$ cat config.mk
export PLATFORM = sky130hd
export DESIGN_NAME = gmcp_seq
export DESIGN_NICKNAME = d
export VERILOG_FILES = /design/src/rtl/core/gmcp_pkg.sv /design/src/rtl/core/gmcp_seq.sv
export SDC_FILE = /design/constraint.sdc
export NUM_CORES = 1
export LEC_CHECK = 0
export ABC_AREA = 1
export BUFFER_PORTS_ARGS = -buffer_cell sky130_fd_sc_hd__buf_2
export CELL_PAD_IN_SITES_DETAIL_PLACEMENT = 0
export CELL_PAD_IN_SITES_GLOBAL_PLACEMENT = 2
export CORE_MARGIN = 5
export CORE_UTILIZATION = 35
export DETAILED_ROUTE_END_ITERATION = 16
export PLACE_DENSITY_LB_ADDON = 0.3
export SLEW_MARGIN = 10
export SYNTH_ARGS = -nofsm -noshare
export SYNTH_HDL_FRONTEND = slang
export SYNTH_SLANG_ARGS = --single-unit
$ cat constraint.sdc
create_clock -name clk_i -period 7.81 [get_ports clk_i]
set_input_delay 1.562 -clock clk_i [delete_from_list [all_inputs] [get_ports clk_i]]
set_output_delay 1.562 -clock clk_i [all_outputs]
set_load 0.03 [all_outputs]
$ cat src/rtl/core/gmcp_pkg.sv
// Package for the grid minimum-cost-path block.
// Holds the shared field widths, register indexes and the stage control struct.
// No dependencies.
package gmcp_pkg;

  localparam int SUM_W      = 28;
  localparam int OUT_W      = 27;
  localparam int CFG_DATA_W = 11;
  localparam int CFG_IDX_W  = 1;

  typedef enum logic [CFG_IDX_W-1:0] {
    ROW_COUNT_IDX = 1'b0,
    COL_COUNT_IDX = 1'b1
  } cfg_reg_e;

  // Control for the cell that sits in the compute stage.
  typedef struct packed {
    logic valid;
    logic row0;
    logic col0;
    logic last;
    logic fwd;
  } stage_ctrl_t;

endpackage

$ cat src/rtl/core/gmcp_seq.sv
// Cell sequencer: size registers, row and column indexes, line read issue.
// Registers each accepted cell into the compute stage. Depends on gmcp_pkg.
module gmcp_seq import gmcp_pkg::*; #(
  parameter int MAX_ROWS  = 1024,
  parameter int MAX_COLS  = 1024,
  parameter int COST_BITS = 16,
  localparam int ROW_W = (MAX_ROWS > 1) ? $clog2(MAX_ROWS) : 1,
  localparam int COL_W = (MAX_COLS > 1) ? $clog2(MAX_COLS) : 1
) (
  input  logic                  clk_i,
  input  logic                  rst_ni,
  input  logic                  cfg_valid_i,
  output logic                  cfg_ready_o,
  input  cfg_reg_e              cfg_index_i,
  input  logic [CFG_DATA_W-1:0] cfg_data_i,
  input  logic                  cell_valid_i,
  output logic                  cell_ready_o,
  input  logic [COST_BITS-1:0]  cell_cost_i,
  input  logic                  stall_i,
  output logic                  ram_re_o,
  output logic [COL_W-1:0]      ram_raddr_o,
  output stage_ctrl_t           stage_o,
  output logic [COST_BITS-1:0]  stage_cost_o,
  output logic [COL_W-1:0]      stage_col_o
);

  localparam int RCNT_W = ($clog2(MAX_ROWS + 1) > CFG_DATA_W) ?
                          $clog2(MAX_ROWS + 1) : CFG_DATA_W;
  localparam int CCNT_W = ($clog2(MAX_COLS + 1) > CFG_DATA_W) ?
                          $clog2(MAX_COLS + 1) : CFG_DATA_W;

  logic [CFG_DATA_W-1:0] row_count_q, row_count_d;
  logic [CFG_DATA_W-1:0] col_count_q, col_count_d;
  logic [ROW_W-1:0]      row_idx_q, row_idx_d;
  logic [COL_W-1:0]      col_idx_q, col_idx_d;
  logic [RCNT_W-1:0]     rows_eff, row_count_ext;
  logic [CCNT_W-1:0]     cols_eff, col_count_ext;
  logic                  cfg_fire, accept, last_row, last_col;
  stage_ctrl_t           stage_q, stage_d;
  logic [COST_BITS-1:0]  cost_q;
  logic [COL_W-1:0]      col_q;

  assign cfg_ready_o  = 1'b1;
  assign cfg_fire     = cfg_valid_i && cfg_ready_o;
  assign cell_ready_o = !stall_i;
  assign accept       = cell_valid_i && cell_ready_o;

  // A size of zero acts as one, and a size above the line limit is clamped.
  always_comb begin
    row_count_ext = RCNT_W'(row_count_q);
    col_count_ext = CCNT_W'(col_count_q);
    if (row_count_ext == '0) begin
      rows_eff = RCNT_W'(1);
    end else if (row_count_ext > RCNT_W'(MAX_ROWS)) begin
      rows_eff = RCNT_W'(MAX_ROWS);
    end else begin
      rows_eff = row_count_ext;
    end
    if (col_count_ext == '0) begin
      cols_eff = CCNT_W'(1);
    end else if (col_count_ext > CCNT_W'(MAX_COLS)) begin
      cols_eff = CCNT_W'(MAX_COLS);
    end else begin
      cols_eff = col_count_ext;
    end
  end

  assign last_row = (RCNT_W'(row_idx_q) == rows_eff - RCNT_W'(1));
  assign last_col = (CCNT_W'(col_idx_q) == cols_eff - CCNT_W'(1));

  always_comb begin
    row_count_d = row_count_q;
    col_count_d = col_count_q;
    row_idx_d   = row_idx_q;
    col_idx_d   = col_idx_q;
    if (cfg_fire) begin
      unique case (cfg_index_i)
        ROW_COUNT_IDX: row_count_d = cfg_data_i;
        COL_COUNT_IDX: col_count_d = cfg_data_i;
        default:       row_count_d = row_count_q;
      endcase
      row_idx_d = '0;
      col_idx_d = '0;
    end else if (accept) begin
      if (last_col) begin
        col_idx_d = '0;
        row_idx_d = last_row ? '0 : row_idx_q + ROW_W'(1);
      end else begin
        col_idx_d = col_idx_q + COL_W'(1);
      end
    end
  end

  // The previous cell writes its column in the cycle this read is issued, so
  // a matching column takes the sum from the compute stage instead.
  always_comb begin
    stage_d = stage_q;
    if (accept) begin
      stage_d.valid = 1'b1;
      stage_d.row0  = (row_idx_q == '0);
      stage_d.col0  = (col_idx_q == '0);
      stage_d.last  = last_row && last_col;
      stage_d.fwd   = stage_q.valid && (col_q == col_idx_q);
    end else if (!stall_i) begin
      stage_d.valid = 1'b0;
    end
  end

  always_ff @(posedge clk_i or negedge rst_ni) begin
    if (!rst_ni) begin
      row_count_q <= CFG_DATA_W'(1);
      col_count_q <= CFG_DATA_W'(1);
      row_idx_q   <= '0;
      col_idx_q   <= '0;
      stage_q     <= '0;
    end else begin
      row_count_q <= row_count_d;
      col_count_q <= col_count_d;
      row_idx_q   <= row_idx_d;
      col_idx_q   <= col_idx_d;
      stage_q     <= stage_d;
    end
  end

  always_ff @(posedge clk_i) begin
    if (accept) begin
      cost_q <= cell_cost_i;
      col_q  <= col_idx_q;
    end
  end

  assign ram_re_o     = accept;
  assign ram_raddr_o  = col_idx_q;
  assign stage_o      = stage_q;
  assign stage_cost_o = cost_q;
  assign stage_col_o  = col_q;

`ifndef ASSERT_OFF
  a_col_in_line: assert property (@(posedge clk_i) disable iff (!rst_ni)
    CCNT_W'(col_idx_q) < cols_eff)
    else $error("Column index outside the configured line.");

  a_rearm_after_last: assert property (@(posedge clk_i) disable iff (!rst_ni)
    accept && last_row && last_col |=> row_idx_q == '0 && col_idx_q == '0)
    else $error("Indexes did not rearm after the last cell.");

  a_stall_only_on_last: assert property (@(posedge clk_i) disable iff (!rst_ni)
    stall_i |-> stage_q.valid && stage_q.last)
    else $error("Compute stage stalled on a cell that is not the last.");
`endif

endmodule

# Word-level counts from Yosys, hierarchy flattened
# Cells that the tools add are included.
[totals]
inputBits = 33
ff_bits = 73
out_inout_bits = 44
word_cells = 48
[op_classes]
n_reduce_logical = 13
bitwise_logic = 1
n_eq_ne = 4
n_lt_le_gt_ge = 2
addsub = 4
muxes = 13
[op_table]
columns = ["cell", "n"]
rows = [
  ["two-way mux 10 bit", 7],
  ["two-way mux 11 bit", 4],
  ["equality test 10 x 11 -> 1 bit", 2],
  ["greater-than comparator 11 bit, second input constant", 2],
  ["zero test 11 bit", 2],
  ["subtractor 11 x 1 -> 11 bit, second input constant", 2],
  ["adder 10 x 1 -> 10 bit, second input constant", 2],
  ["zero test 10 bit", 2],
  ["equality test 10 bit", 1],
  ["AND reduction 2 bit", 3],
  ["nonzero test 2 bit", 2],
  ["logical AND 1 bit", 3],
  ["two-way mux 1 bit", 2],
  ["inequality test 2 x 1 -> 1 bit, second input constant", 1],
  ["zero test 1 bit", 1],
  ["NOT 1 bit", 1],
]

# Depth between registers and ports, before layout
[depth]
word_depth = 9
ltp_mapped = 21
mapped_depth_nobuf = 21

# Worst setup path after synthesis
# OpenSTA, ideal clock, no wires.
[synth_path]
path_type = "input to output"
start = "in stall_i"
end = "out ram_re_o"
setup_slack_ps = 3617
cell_stages = 3
arrival_ps = 2631
n_path_buf = 0
required_time_ps = 6248
path_cell_list = "inv_1 -> nand2_1 -> inv_1"
[synth_via]
elab_chain_cells = 2
[synth_lines]
columns = ["item", "line_no", "text"]
rows = [
  ["from (decl)", "gmcp_seq.sv:19", "input logic stall_i,"],
  ["zero test 1 bit", "--", ""],
  ["logical AND 1 bit", "gmcp_seq.sv:46", "assign accept = cell_valid_i && cell_ready_o;"],
  ["to (decl)", "gmcp_seq.sv:20", "output logic ram_re_o,"],
]
# Every way passes these cells.

# Worst setup path after layout
# Ends and elaborated chain as after synthesis.

==> flow_summary_export.csv <==
group,metric,value,unit
worst_setup_path,cp_slowest_cell,"nand2_1",
worst_setup_path,startpoint_type,"input port",
place,port_buffers,75,
cells_and_area,multi_input_area,0.00207,mm²
floorplan,core.rowCount,40,
grt,grt_pass1_wl,18.9,mm
sta,finalCriticalPeriod,4.00,ns
sta,finalHoldViolCount,0,
detailed_routing,vias,3779,
synth,yosys_warnings,0,
cells_and_area,antennaDiodeCount,0,
grt,met1_usage,0.230,
synth,synthDominantCellAreaShare,0.259,
worst_setup_path,cp.depth,5,
detailed_routing,firstDrtPassIters,5,
cells_and_area,area_growth,18.6,%
worst_setup_path,crit_required,6.25,ns
grt,grt_use_total,0.161,
clock_tree,cts_tree,"done",
floorplan,dieHeight,122,µm
synth,synth.distinct_cells,42,
worst_setup_path,worst_path_dominant_cell_family,"buffers and inverters",
sta,hold_slack,0.482,ns
synth,netlist_top_cells_count,"nand2_1, nand3_1, inv_1, nor2_1, dfrtp_1",
grt,antenna_found_initial,0,
floorplan,core,0.0121,mm²
synth,seq_area_frac_synth,0.450,
sta,rsz0062_at_grt,"no",
worst_setup_path,cp.buffers_inverters,4,
clock_tree,hold_buffers,0,
detailed_routing,drt-initial-drc-count,159,
min_path,holdPathStages,2,
floorplan,start_util,0.359,
cells_and_area,regArea,0.00196,mm²
worst_setup_path,max_stage_delay,0.33,ns
clock_tree,cts-resized-gates,0,
sta,slew_headroom,0.568,
floorplan,die_area,0.0148,mm²
clock_tree,clkLatencyLatePin,0.34,ns
sta,post-route-period-util,0.513,
synth,ys.flop_type,"dfrtp_1",
worst_setup_path,worst-r2r-cell-count,15,
synth,post_synth_main_area_contributors,"dfrtp_1, edfxtp_1, nand2_1, nand3_1, inv_1",
clock_tree,cts_max_level,3,
cells_and_area,fill_cells,1258,
worst_setup_path,path_max_fanout,11,
clock_tree,cts_sinks,73,
clock_tree,cts-buffers-inserted,9,
detailed_routing,drc_errors,0,
grt,use_met3,0.0336,
synth,syn_nets,577,
sta,fin_skew,0.00936,ns
sta,setup_viol,0,
sta,drv_slew,0,
place,gp_congestion,0.836,
synth,synth_top_area_cell,"dfrtp_1",
grt,gr-total-overflow,0,
grt,top_usage_layer,"met2",
cells_and_area,nets,648,
synth,synth_edf_count,26,
worst_setup_path,crit_path_cell_trace,"buf_2 -> inv_1 -> nand2_1 -> inv_1 -> buf_2",
cells_and_area,final_layout_size_suffix_gt1_frac,0.200,
place,hpwl,8.63,mm
floorplan,die_w,122,µm
grt,grt_pass1_vias,3732,
worst_setup_path,end_kind,"output port",
place,place_area,0.00485,mm²
synth,syn-cell-area,0.00435,mm²
clock_tree,clk_pin_slew,0.05,ns
detailed_routing,routedWlPerCell,14.4,µm
clock_tree,cts_setup_buffers,0,
detailed_routing,routed_wl,11.3,mm
min_path,min_path_type,"flip-flop to flip-flop",
sta,tightest_slew,0.644,ns
synth,synthCells,538,
worst_setup_path,arrival,2.44,ns
detailed_routing,vias_per_cell,4.83,
worst_setup_path,critPathKind,"input port to output port",
synth,yosys_register_bits,73,
power_and_ir_drop,power_density,227,mW/mm²
outcome,status,"finished clean",
power_and_ir_drop,max-vdd-ir-drop,90.7,µV
floorplan,top_level_ports,77,
cells_and_area,fin_area,0.00516,mm²
sta,fmaxAchievable,0.250,GHz
synth,yosysMostFrequentCell,"nand2_1",
clock_tree,cts_root_buf,"clkbuf_16",
detailed_routing,ant_nets,0,
power_and_ir_drop,cellLeakagePower,2.45,nW
grt,grt_max_degree,48,
sta,fin_setup_tns,0,ns
synth,syn_area_per_cell,8.09,µm²
run,drv_cap,0,
clock_tree,max-clock-path-buffers,2,
synth,async_flop_share,0.644,
grt,use_met2,0.245,
## where the power goes
| part | total, mW | internal (mW) | switching, mW | leakage [nW] |
|---|---|---|---|---|
| combinational | 0.272 | 0.0892 | 0.182 | 1.45 |
| sequential | 0.465 | 0.429 | 0.0365 | 0.858 |
| clock | 0.435 | 0.279 | 0.156 | 0.146 |
| total | 1.17 | 0.797 | 0.375 | 2.45 |
## final cells by class
cell class	count	area share
clock buffers	11	0.0451
clock inverters	5	0.0155
inverters	58	0.0422
multi-input cells	390	0.401
flip-flops and latches	73	0.380
well taps	168	0.0407
repair buffers	77	0.0756
## worst paths after layout
| kind | startpoint | slack (ns) | to |
|---|---|---|---|
| max | stall_i | 3.81 | ram_re_o |
| min in group asynchronous | rst_ni | 1.33 | col_count_ext[5]$_DFFE_PN0P_ |
| min | stage_o[1]$_DFFE_PN0P_ | 0.48 | stage_o[1]$_DFFE_PN0P_ |
| max reg2reg | col_count_ext[3]$_DFFE_PN0P_ | 4.24 | ram_raddr_o[2]$_DFFE_PN0P_ |
| min reg2reg | stage_o[1]$_DFFE_PN0P_ | 0.48 | stage_o[1]$_DFFE_PN0P_ |
| max in group asynchronous | rst_ni | 6.05 | stage_o[4]$_DFFE_PN0P_ |
## flip-flops by register name, indices dropped and copies added (netlist names)
signal         cells
col_count_ext     11
stage_col_o       10
row_idx_q         10
stage_cost_o      16
stage_o            5
ram_raddr_o       10
row_count_ext     11
## per-stage QoR
step	setup slack (ns)	power [mW]	std cells	utilization
after floorplan	3.62	0.672	538	-
final	3.81	1.17	782	0.426
after CTS	3.80	1.19	782	0.426
after detailed placement	3.81	0.745	766	0.400
after global placement	3.82	0.743	766	0.400
after global routing	3.72	1.24	782	0.426
## per-layer routing
layer  vias to the layer above  part of all wire
met3                        12             0.066
met1                      1731              0.50
met2                       112              0.42
met5                         -                 0
met4                         0             0.014
li1                       1924                 -
## worst reg2reg max path, stage by stage, from the launching register on
cell and delay, ns:
dfrtp_1 0.46, nor2_1 0.20, nand3_2 0.11, o21ai_4 0.49
nand2_1 0.23, ha_1 0.35, inv_1 0.12, nand3_1 0.08
nand3_1 0.12, nand2_1 0.05, nor2_1 0.11, nand3_1 0.13
nor2_4 0.14, nand4_2 0.39, nand2_1 0.37, a21oi_1 0.08
## cells in the final DEF (no fill, tap or decap), types with 3 or more instances in the layout
master,synthesis,final
xor2_1,24,24
buf_2,1,75
nand3_1,62,62
nand3_2,12,12
o21ai_0,39,39
nor3_1,7,7
dfrtp_1,45,45
nand2_1,137,137
a21oi_1,9,9
edfxtp_1,26,26
inv_1,57,57
ha_1,6,6
o21ai_2,3,3
nor4_1,8,8
nor2_1,49,49
nand4_1,3,3
clkbuf_16,0,9
nor2_4,3,3
## kinds of logic after synthesis
kind of cell | after synthesis | share of synthesized area
xor+xnor | 26 | 0.0523
fa+ha+maj | 6 | 0.0173
compound gates | 63 | 0.0854
flops | 73 | 0.450
other cells | 1 | 0.000862
buf+inv | 75 | 0.0736
simple gates | 294 | 0.320
(Power assumes the default switching activity.)
