## src/rtl/core/gmcp_pkg.sv

```systemverilog
// Package for the grid minimum-cost-path block.
// Holds the shared field widths, register indexes and the stage control struct.
// No dependencies.
package gmcp_pkg;

  localparam int SUM_W      = 28;
  localparam int OUT_W      = 27;
  localparam int CFG_DATA_W = 11;
  localparam int CFG_IDX_W  = 1;

  typedef enum logic [CFG_IDX_W-1:0] {
    ROW_COUNT_IDX = 1'b0,
    COL_COUNT_IDX = 1'b1
  } cfg_reg_e;

  // Control for the cell that sits in the compute stage.
  typedef struct packed {
    logic valid;
    logic row0;
    logic col0;
    logic last;
    logic fwd;
  } stage_ctrl_t;

endpackage

```

## src/rtl/core/gmcp_dp.sv

```systemverilog
// Compute stage: minimum of up, left and diagonal sums plus the cell cost.
// Writes the line memory and holds the result register. Depends on gmcp_pkg.
module gmcp_dp import gmcp_pkg::*; #(
  parameter int MAX_COLS  = 1024,
  parameter int COST_BITS = 16,
  localparam int COL_W = (MAX_COLS > 1) ? $clog2(MAX_COLS) : 1
) (
  input  logic                 clk_i,
  input  logic                 rst_ni,
  input  stage_ctrl_t          stage_i,
  input  logic [COST_BITS-1:0] stage_cost_i,
  input  logic [COL_W-1:0]     stage_col_i,
  input  logic [SUM_W-1:0]     ram_rdata_i,
  output logic                 ram_we_o,
  output logic [COL_W-1:0]     ram_waddr_o,
  output logic [SUM_W-1:0]     ram_wdata_o,
  output logic                 stall_o,
  output logic                 min_cost_valid_o,
  input  logic                 min_cost_ready_i,
  output logic [OUT_W-1:0]     min_cost_o
);

  logic [SUM_W-1:0] left_q, diag_q, up, best, sum;
  logic [OUT_W-1:0] min_cost_q;
  logic             out_valid_q, out_valid_d, fire;

  assign stall_o = stage_i.valid && stage_i.last && out_valid_q && !min_cost_ready_i;
  assign fire    = stage_i.valid && !stall_o;

  always_comb begin
    if (stage_i.row0) begin
      up = '0;
    end else if (stage_i.fwd) begin
      up = left_q;
    end else begin
      up = ram_rdata_i;
    end
    if (stage_i.row0 && stage_i.col0) begin
      best = '0;
    end else if (stage_i.row0) begin
      best = left_q;
    end else if (stage_i.col0) begin
      best = up;
    end else begin
      best = up;
      if (left_q < best) begin
        best = left_q;
      end
      if (diag_q < best) begin
        best = diag_q;
      end
    end
    sum = SUM_W'(stage_cost_i) + best;
  end

  always_comb begin
    out_valid_d = out_valid_q;
    if (fire && stage_i.last) begin
      out_valid_d = 1'b1;
    end else if (min_cost_ready_i) begin
      out_valid_d = 1'b0;
    end
  end

  always_ff @(posedge clk_i or negedge rst_ni) begin
    if (!rst_ni) begin
      out_valid_q <= 1'b0;
      left_q      <= '0;
      diag_q      <= '0;
    end else begin
      out_valid_q <= out_valid_d;
      if (fire) begin
        left_q <= sum;
        diag_q <= up;
      end
    end
  end

  always_ff @(posedge clk_i) begin
    if (fire && stage_i.last) begin
      min_cost_q <= sum[OUT_W-1:0];
    end
  end

  assign ram_we_o         = fire;
  assign ram_waddr_o      = stage_col_i;
  assign ram_wdata_o      = sum;
  assign min_cost_valid_o = out_valid_q;
  assign min_cost_o       = min_cost_q;

`ifndef ASSERT_OFF
  a_result_from_last: assert property (@(posedge clk_i) disable iff (!rst_ni)
    $rose(out_valid_q) |-> $past(fire && stage_i.last))
    else $error("Result appeared without a finished last cell.");
`endif

endmodule

```

## config.mk

```make
export PLATFORM = sky130hd
export DESIGN_NAME = gmcp_dp
export DESIGN_NICKNAME = d
export VERILOG_FILES = /design/src/rtl/core/gmcp_pkg.sv /design/src/rtl/core/gmcp_dp.sv
export SDC_FILE = /design/constraint.sdc
export NUM_CORES = 1
export LEC_CHECK = 0
export ABC_AREA = 1
export BUFFER_PORTS_ARGS = -buffer_cell sky130_fd_sc_hd__buf_2
export CELL_PAD_IN_SITES_DETAIL_PLACEMENT = 0
export CELL_PAD_IN_SITES_GLOBAL_PLACEMENT = 1
export CORE_MARGIN = 2
export CORE_UTILIZATION = 41
export CTS_CLUSTER_SIZE = 16
export DETAILED_ROUTE_END_ITERATION = 6
export HOLD_SLACK_MARGIN = 0.1
export PLACE_DENSITY_LB_ADDON = 0.25
export SLEW_MARGIN = 20
export SYNTH_ARGS = -nofsm -noshare
export SYNTH_HDL_FRONTEND = slang
export SYNTH_SLANG_ARGS = --single-unit
```

## constraint.sdc

```tcl
create_clock -name clk_i -period 10 [get_ports clk_i]
set_input_delay 1 -clock clk_i [delete_from_list [all_inputs] [get_ports clk_i]]
set_output_delay 1 -clock clk_i [all_outputs]
set_load 0.005 [all_outputs]
```

; Word-level counts from Yosys, hierarchy flattened
; Index checks and enable logic that the tools add are counted.
[totals]
input_bits = 62
wordCells = 28
ff_bits = 84
out_inout_bits = 68
[classes]
muxes = 12
reduce_logical = 9
order_cmp = 2
add_sub_neg = 1
[ops]
columns = op, n
row1 = $mux W28, 10
row2 = $lt A28 B28 Y1, 2
row3 = $add A16 B28 Y28, 1
row4 = $logic_and A1 B1 Y1, 6
row5 = $logic_not A1 Y1, 2
row6 = $mux W1, 2
row7 = $reduce_bool A2 Y1, 1

; Logic depth before layout (Yosys ltp)
; Gate-level depths: netlist of run 1.
[logic_depth]
ltp_word = 13
depth_mapped = 57
ltp_nobuf = 51

; Worst setup path after synthesis of run 1
; Ideal clock, no wire load.
[synth_timing]
path_kind = input-to-output
startpoint = input port stage_i[0] (netlist name)
endpoint = output port ram_wdata_o[24]
path_stages = 52
arrival_time_ns = 8.157
setup_slack_ns = 0.843
t_required_ns = 9.000
n_path_buf = 7
cell_sequence = buf_2 > buf_1 > buf_1 > nor2_1 > nor3_1 > inv_1 > ha_1 > nand2_1 > inv_1 > nand3_1 > nor3_1 > nand2_1 > nand2_1 > nand2_2 > nand2_4 > clkbuf_1 > clkbuf_1 > nand2_1 > [16 not listed] > a21oi_1 > ha_1 > fa_1 > a21o_1 > a21oi_1 > o21ai_0 > a31oi_1 > nor2_1 > o21ai_0 > nand2_1 > a41oi_1 > o21ai_0 > nand3_2 > nor2_4 > nand2_1 > nor2_1 > nand2_1 > and2_1
[synth_between]
elab_chain_len = 13
[synth_lines]
columns = item, line_no
row1 = "start, declared", gmcp_dp.sv:10  ; input stage_ctrl_t stage_i,
row2 = $mux W28 (*), gmcp_dp.sv:33  ; end else if (stage_i.fwd) begin
row3 = $mux W28 (*), gmcp_dp.sv:31  ; if (stage_i.row0) begin
row4 = $lt A28 B28 Y1, gmcp_dp.sv:46  ; if (left_q < best) begin
row5 = $mux W28, gmcp_dp.sv:46
row6 = $mux W28, gmcp_dp.sv:42  ; end else if (stage_i.col0) begin
row7 = $mux W28, gmcp_dp.sv:40  ; end else if (stage_i.row0) begin
row8 = $mux W28, gmcp_dp.sv:38  ; if (stage_i.row0 && stage_i.col0) begin
row9 = $lt A28 B28 Y1, gmcp_dp.sv:49  ; if (diag_q < best) begin
row10 = $mux W28, gmcp_dp.sv:49
row11 = $mux W28 (*), gmcp_dp.sv:42
row12 = $mux W28 (*), gmcp_dp.sv:40
row13 = $mux W28 (*), gmcp_dp.sv:38
row14 = $add A16 B28 Y28 (*), gmcp_dp.sv:53  ; sum = SUM_W'(stage_cost_i) + best;
row15 = "end, declared", gmcp_dp.sv:16  ; output logic [SUM_W-1:0] ram_wdata_o,
; Every way passes the cells marked *; elsewhere a longest branch is shown, timed or not. The select of a mux whose other input is x is not followed.

; Final worst setup path of run 1
[layout_timing]
startpoint = input port stage_i[3] (netlist name)
endpoint = output port ram_wdata_o[18]
[layout_between]
elab_chain_len = 12
elab_cells_between_ends = 13
cone_classes = add/sub: 1 / order compare: 2 / mux: 9 / reduce/logical: 1
[layout_lines]
columns = item, line_no
row1 = $mux W28, gmcp_dp.sv:31
row2 = $lt A28 B28 Y1, gmcp_dp.sv:46
row3 = $mux W28, gmcp_dp.sv:46
row4 = $mux W28, gmcp_dp.sv:42
row5 = $mux W28, gmcp_dp.sv:40
row6 = $mux W28, gmcp_dp.sv:38
row7 = $lt A28 B28 Y1, gmcp_dp.sv:49
row8 = $mux W28, gmcp_dp.sv:49
row9 = $mux W28, gmcp_dp.sv:42
row10 = $mux W28, gmcp_dp.sv:40
row11 = $mux W28 (*), gmcp_dp.sv:38
row12 = $add A16 B28 Y28 (*), gmcp_dp.sv:53
; Marks and branches as above.

==> summary.txt, run 1 <==
Power and ir drop
  – Clock power frac: 18.1%
  – Pwr Total: 1.94 mW
  – Maximum VDD drop: 0.109 mV
  – Comb power frac: 54.2%
  – Sw power: 0.899 mW
  – Static Leak: 3.84 nW
  – PD cells: 245 nW/µm²
  – Part of the power in registers: 27.7%
  – Power Internal: 1.04 mW
  – Switching share of power: 46.3%

Clocking
  – Clk_lat worst skew: 360 ps
  – # hold bufs at CTS: 0
  – Clock sink count: 84
  – Root buf cell: clkbuf_16
  – Number of buffers on the longest clock path: 2
  – CTS H-tree lvls: 3
  – Clock Pin Slew Worst Setup and Hold Paths: 70 ps
  – Total CTS buffers: 9
  – CTS tree: yes

Hold path
  – Hold Path Class: reg -> reg

Global route
  – Pin count of the biggest net entering global routing: 82
  – First-pass GRT wire length: 32,400 µm
  – Tot GR Track Use: 23.2%
  – Vias in the first global route: 6,228
  – Initial antenna violation count: 0
  – GRT Residual Overflow: 0

Final layout
  – Layout cells sized above 1: 17.2%
  – Reg area: 2240 µm²
  – Area Growth Syn to Fin: 14.9%
  – Layout fillers: 1,727
  – Most common cell after layout, fill and taps aside: nand2_1
  – Final instance area: 7920 µm²
  – Layout Cells excl Fill: 1,262
  – Most frequent cells in the layout: nand2_1, o21ai_0, buf_2
  – Area of the multi-input gates: 4150 µm²
  – Nets: 1,170
  – Number of inserted diodes: 0

Yosys
  – Main area contributors after synthesis: dfrtp_1, nand2_1, ha_1, edfxtp_1, o21ai_0
  – Mean Syn Cell Area: 7.21 µm²
  – Asr flop ratio synth: 67.9%
  – Top-area cell type share of the netlist area: 20.7%
  – Netlist Area Pre-Place: 6890 µm²
  – Synth unique cells: 46
  – #FFs+latches synth: 84
  – Syn Inst Count: 955
  – Synth warn: 0
  – Area leader, netlist: dfrtp_1
  – Seq/Total Area, Yosys: 32.5%
  – Post-synth EDFFs: 27
  – Top FF cell, synth: dfrtp_1
  – Syn Nets: 1,088

Place
  – Port Buffers: 109
  – DPL Wire Length: 15,500 µm
  – Placed Area: 7550 µm²
  – Placed Cells: 1,242
  – GPL Wtd Cong: 0.876

STA
  – Final slew viol count: 0
  – Min Tclk post-route: 9370 ps
  – Setup Viol. Count Final: 0
  – Fmax: 107 MHz
  – Setup TNS: 0 ps
  – Final period util: 93.7%
  – RSZ-0062 raised after global routing: true
  – Final hold vios: 0
  – Least-Margin Pin Slew: 834 ps
  – Relative slew margins: 44.4%
  – Clock skew: 8.24 ps

Worst setup path
  – Slowest stage delay, CP: 550 ps
  – Crit path kind: in -> out
  – Crit path max fanout: 36
  – CP Launch Type: input port
  – Worst path slowest cell: or4_1
  – Most used cell, CP: a21oi_1
  – Req. time, crit path: 9000 ps
  – Crit. End Element: output port
  – Critical Path AT: 8370 ps

Drt
  – Routed WL per cell: 16.0 µm
  – Post-route ant nets: 0
  – Drt initial violations: 306
  – Residual DRC: 0
  – 1st-pass router iterations: 4
  – Vias: 6,415
  – Vias per std cell: 5.08
  – Final WL: 20,100 µm

Floorplanning
  – Core Box Area: 16,500 µm²
  – # rows: 47
  – Die area: 17,900 µm²
  – Top-level port count: 130
  – Chip width: 134 µm
  – Starting Density: 41.7%
  – Die span in y: 134 µm

Run
  – Maxcap violations: 0

Outcome
  – Outcome: finished, final reports clean
[registers in the layout (all words and copies together), names as in the netlist]
| signal | count |
|---|---|
| diag_q | 28 |
| left_q | 28 |
| min_cost_o | 27 |
| min_cost_valid_o | 1 |
[power by group through the flow]
| stage | Clock [mW] | Sequential (mW) | Combinational, mW |
|---|---|---|---|
| 5_1_grt | 0.373 | 0.548 | 1.22 |
| 6_report | 0.352 | 0.538 | 1.05 |
| 3_3_place_gp | 0 | 0.546 | 1.02 |
| 4_1_cts | 0.362 | 0.540 | 1.03 |
| 3_5_place_dp | 0 | 0.546 | 1.02 |
| 2_1_floorplan | 0 | 0.506 | 0.749 |
[routing by layer]
layer	wire (µm)	part of all wire [%]	GRT usage, %	up-vias
met5	0	0	0	-
met2	10500	52	43.3	119
met4	284	1.4	5.73	0
met3	705	3.5	3.12	18
li1	-	-	-	3345
met1	8700	43	28.0	2933
[synthesized netlist by cell type, types with 2 or more instances]
cell / number
xnor2_1: 6
nand2_1: 240
nand2_2: 10
a211oi_1: 2
nand3b_1: 5
dfrtp_1: 57
nor4_2: 2
nand4_1: 10
nor2_1: 85
xor2_1: 12
a21oi_1: 65
buf_6: 2
edfxtp_1: 27
nand2_4: 4
a21o_1: 2
inv_1: 71
a31oi_1: 3
nor3_1: 30
o21ai_1: 9
buf_1: 6
ha_1: 70
o21ai_0: 128
clkbuf_1: 31
o211ai_1: 2
nor2_2: 5
nor2_4: 4
nand3_2: 3
nand3_1: 28
inv_2: 2
and2_1: 5
buf_2: 5
buf_4: 10
[through the flow]
step / hold slack, ps / setup WS [ps] / util (%)
finish: 497 / 633 / 47.9
global route: 523 / -20.4 / 47.9
CTS: 503 / 311 / 47.5
detailed placement: 487 / 338 / 45.7
global placement: 472 / 525 / 45.7
floorplan: 453 / 843 / -
[timing repair]
| item | 4_1_cts | 5_1_grt |
|---|---|---|
| setup endpoints to repair | 0 | 12 |
| gates resized for setup | 0 | 15 |
| setup buffers | 0 | 4 |
[final cells by class]
class	instances	share of cell area, %
multi-input combinational	742	52.4
sequential	84	28.3
timing repair buffer	125	8.50
inverter	75	3.59
tap	220	3.48
clock buffer	10	2.89
clock inverter	6	0.901
[cells by family after synthesis]
| kind of cell | count (synthesis) | share of synthesized area, % |
|---|---|---|
| adder cells (fa/ha/maj) | 71 | 13.0 |
| buffers and inverters | 129 | 7.92 |
| XOR/XNOR | 18 | 2.29 |
| flip-flops | 84 | 32.5 |
| AND/OR/NAND/NOR | 434 | 27.6 |
| AO/OA/AOI/OAI | 219 | 16.7 |
[worst max-delay path: cells and delay by family]
family                     cells  cell delay (ps)
and+or+nand+nor               13             2040
AOI/OAI and AO/OA             17             2920
xor gates and xnor gates       1              290
buffers and inverters          4              870
adders and majority gates      4             1200
[final timing paths]
path | start | to | slack, ps | cells past startpoint
max | stage_i[3] | ram_wdata_o[18] | 630 | 39
max in group asynchronous | rst_ni | left_q[21]$_DFFE_PN0P_ | 8610 | 2
min | diag_q[0]$_DFFE_PN0P_ | diag_q[0]$_DFFE_PN0P_ | 500 | 2
max reg2reg | left_q[27]$_DFFE_PN0P_ | min_cost_o[20]$_DFFE_PP_ | 2510 | 41
min reg2reg | diag_q[0]$_DFFE_PN0P_ | diag_q[0]$_DFFE_PN0P_ | 500 | 2
min in group asynchronous | rst_ni | diag_q[25]$_DFFE_PN0P_ | 800 | 2
(Power assumes the default switching activity.)
==> inputs of run 2 (changes only) <==
--- a/config.mk
+++ b/config.mk
@@ -6,13 +6,13 @@
 export NUM_CORES = 1
 export LEC_CHECK = 0
 export ABC_AREA = 1
-export BUFFER_PORTS_ARGS = -buffer_cell sky130_fd_sc_hd__buf_2
 export CELL_PAD_IN_SITES_DETAIL_PLACEMENT = 0
 export CELL_PAD_IN_SITES_GLOBAL_PLACEMENT = 1
 export CORE_MARGIN = 2
-export CORE_UTILIZATION = 41
+export CORE_UTILIZATION = 47
 export CTS_CLUSTER_SIZE = 16
 export DETAILED_ROUTE_END_ITERATION = 6
+export DONT_BUFFER_PORTS = 1
 export HOLD_SLACK_MARGIN = 0.1
 export PLACE_DENSITY_LB_ADDON = 0.25
 export SLEW_MARGIN = 20
==> run 2 against run 1 <==
Against the previous run:
- register-to-register slack lost 200 ps
- largest power group unchanged
- critical path type unchanged
- worst hold slack lost 160 ps
- non-clock buffer count shrank 118
==> summary.txt, run 2 (synthesis gave the netlist of run 1 again) <==
Outcome
  – Outcome: finished, final reports clean

Final layout
  – Area Growth Syn to Fin: 5.58%
  – Number of inserted diodes: 0 (unchanged)
  – Most frequent cells in the layout: nand2_1, o21ai_0, nor2_1
  – Layout cells sized above 1: 6.59% (-11 points)
  – Most common cell after layout, fill and taps aside: nand2_1
  – Nets: 1,053 (-10%)

Drt
  – Drt initial violations: 449 (+47%)
  – Routed WL per cell: 17.7 µm (+11%)
  – 1st-pass router iterations: 5 (+1)
  – Vias per std cell: 5.59 (+9.9%)
  – Final WL: 19,700 µm (-2.3%)
  – Post-route ant nets: 0 (unchanged)
  – Residual DRC: 0 (unchanged)
  – Vias: 6,194 (-3.4%)

STA
  – Hold_ws: 334 ps (-163 ps)
  – Setup TNS: 0 ps (unchanged)
  – Final slew viol count: 0 (unchanged)
  – Fmax: 109 MHz (+2.0%)
  – Final period util: 91.9% (-1.8 points)
  – RSZ-0062 raised after global routing: false
  – Relative slew margins: 46.3% (+1.8 points)
  – Min Tclk post-route: 9190 ps (-180 ps)
  – Final hold vios: 0 (unchanged)
  – Least-Margin Pin Slew: 806 ps (-27.6 ps)
  – Clock skew: 12.2 ps (+3.97 ps)
  – Setup Viol. Count Final: 0 (unchanged)
  – Worst setup margin: 814 ps (+180 ps)

Worst setup path
  – Req. time, crit path: 9000 ps (about the same)
  – Crit. End Element: output port
  – Worst path slowest cell: or4_1
  – Critical Path AT: 8190 ps (-180 ps)
  – CP Launch Type: input port
  – Crit path kind: in -> out
  – Reg2Reg Depth: 40 (-2.4%)
  – Crit path max fanout: 48 (+33%)
  – Slowest stage delay, CP: 560 ps (about the same)

Floorplanning
  – Die area: 15,600 µm² (-12%)
  – Core Box Area: 14,400 µm² (-13%)
  – Top-level port count: 130 (unchanged)
  – Starting Density: 47.8% (+6.1 points)
  – Chip width: 125 µm (-6.4%)
  – # rows: 44 (-6.4%)
  – Die span in y: 125 µm (-6.4%)

Power and ir drop
  – PD cells: 256 nW/µm² (+4.4%)
  – Maximum VDD drop: 0.138 mV (+26%)
  – Static Leak: 3.37 nW (-12%)

Global route
  – GRT Residual Overflow: 0 (unchanged)
  – Pin count of the biggest net entering global routing: 82 (unchanged)
  – First-pass GRT wire length: 31,200 µm (-3.8%)
  – Initial antenna violation count: 0 (unchanged)
  – Tot GR Track Use: 25.1% (+2.0 points)
  – Vias in the first global route: 6,034 (-3.1%)

Clocking
  – Root buf cell: clkbuf_16
  – Clock Pin Slew Worst Setup and Hold Paths: 70 ps (about the same)
  – Total CTS buffers: 9 (unchanged)
  – Clock sink count: 84 (unchanged)
  – # hold bufs at CTS: 0 (unchanged)
  – CTS H-tree lvls: 3 (unchanged)
  – Number of buffers on the longest clock path: 2 (unchanged)
  – Clk_lat worst skew: 350 ps (about the same)
  – CTS tree: yes

Place
  – GPL Wtd Cong: 0.914 (+4.3%)
  – Port Buffers: 0 (-100%)
  – DPL Wire Length: 14,700 µm (-5.0%)
  – Place WS: 221 ps (-117 ps)

Run
  – Maxcap violations: 0 (unchanged)

Hold path
  – Hold Path Class: in -> async
## run 2: cell type report
| class | instances | area, µm² |
|---|---|---|
| multi-input cells | 743 | 4170 |
| clock inverters | 6 | 71.3 |
| well taps | 184 | 230 |
| repair buffers | 7 | 56.3 |
| clock buffers | 10 | 229 |
| fillers | 1433 | 7150 |
| inverters | 75 | 284 |
| flip-flops and latches | 84 | 2240 |
## run 2: metrics by stage
step                      total power, mW  std cells  util (%)  cell area (µm²)
final                                1.86       1109      50.4             7270
after global routing                 2.03       1109      50.4             7270
after CTS                            1.84       1106      50.0             7210
after detailed placement             1.48       1090      47.9             6910
after global placement               1.46       1090      47.9             6910
after floorplan                      1.26        955         -             6890
## run 2: path summary, 6_finish.rpt
kind / from / endpoint / slack (ps)
worst max register to register: left_q[25]$_DFFE_PN0P_ / left_q[18]$_DFFE_PN0P_ / 2310
worst max-delay path: stage_i[0] / ram_wdata_o[20] / 810
min in group clk_i: diag_q[0]$_DFFE_PN0P_ / diag_q[0]$_DFFE_PN0P_ / 500
worst min-delay path: rst_ni / diag_q[23]$_DFFE_PN0P_ / 330
worst min register to register: diag_q[0]$_DFFE_PN0P_ / diag_q[0]$_DFFE_PN0P_ / 500
max in group asynchronous: rst_ni / left_q[7]$_DFFE_PN0P_ / 9540
## run 2: what timing repair did
action | in CTS | in global routing
resized for setup | 0 | 14
endpoints found under the setup margin | 0 | 15
setup buffers | 0 | 2
## run 2: layer usage
layer	vias up	wire (µm)	global-route usage [%]
li1	3123	-	-
met1	2858	7950	29.2
met2	185	10300	46.2
met3	28	985	4.49
met4	0	467	9.15
met5	-	0	0
## run 2: worst max-delay path: cells and delay by family
kind / cells / cell delay [ps]
buffers and inverters: 3 / 440
AOI/OAI and AO/OA: 15 / 2490
and+or+nand+nor: 20 / 2990
adders and majority gates: 4 / 1220
## run 2: power breakdown
| part | total [mW] | internal [mW] | switching [mW] | leakage (nW) |
|---|---|---|---|---|
| Clock | 0.349 | 0.196 | 0.153 | 0.140 |
| Combinational | 0.970 | 0.339 | 0.631 | 2.25 |
| Sequential | 0.543 | 0.446 | 0.0971 | 0.978 |
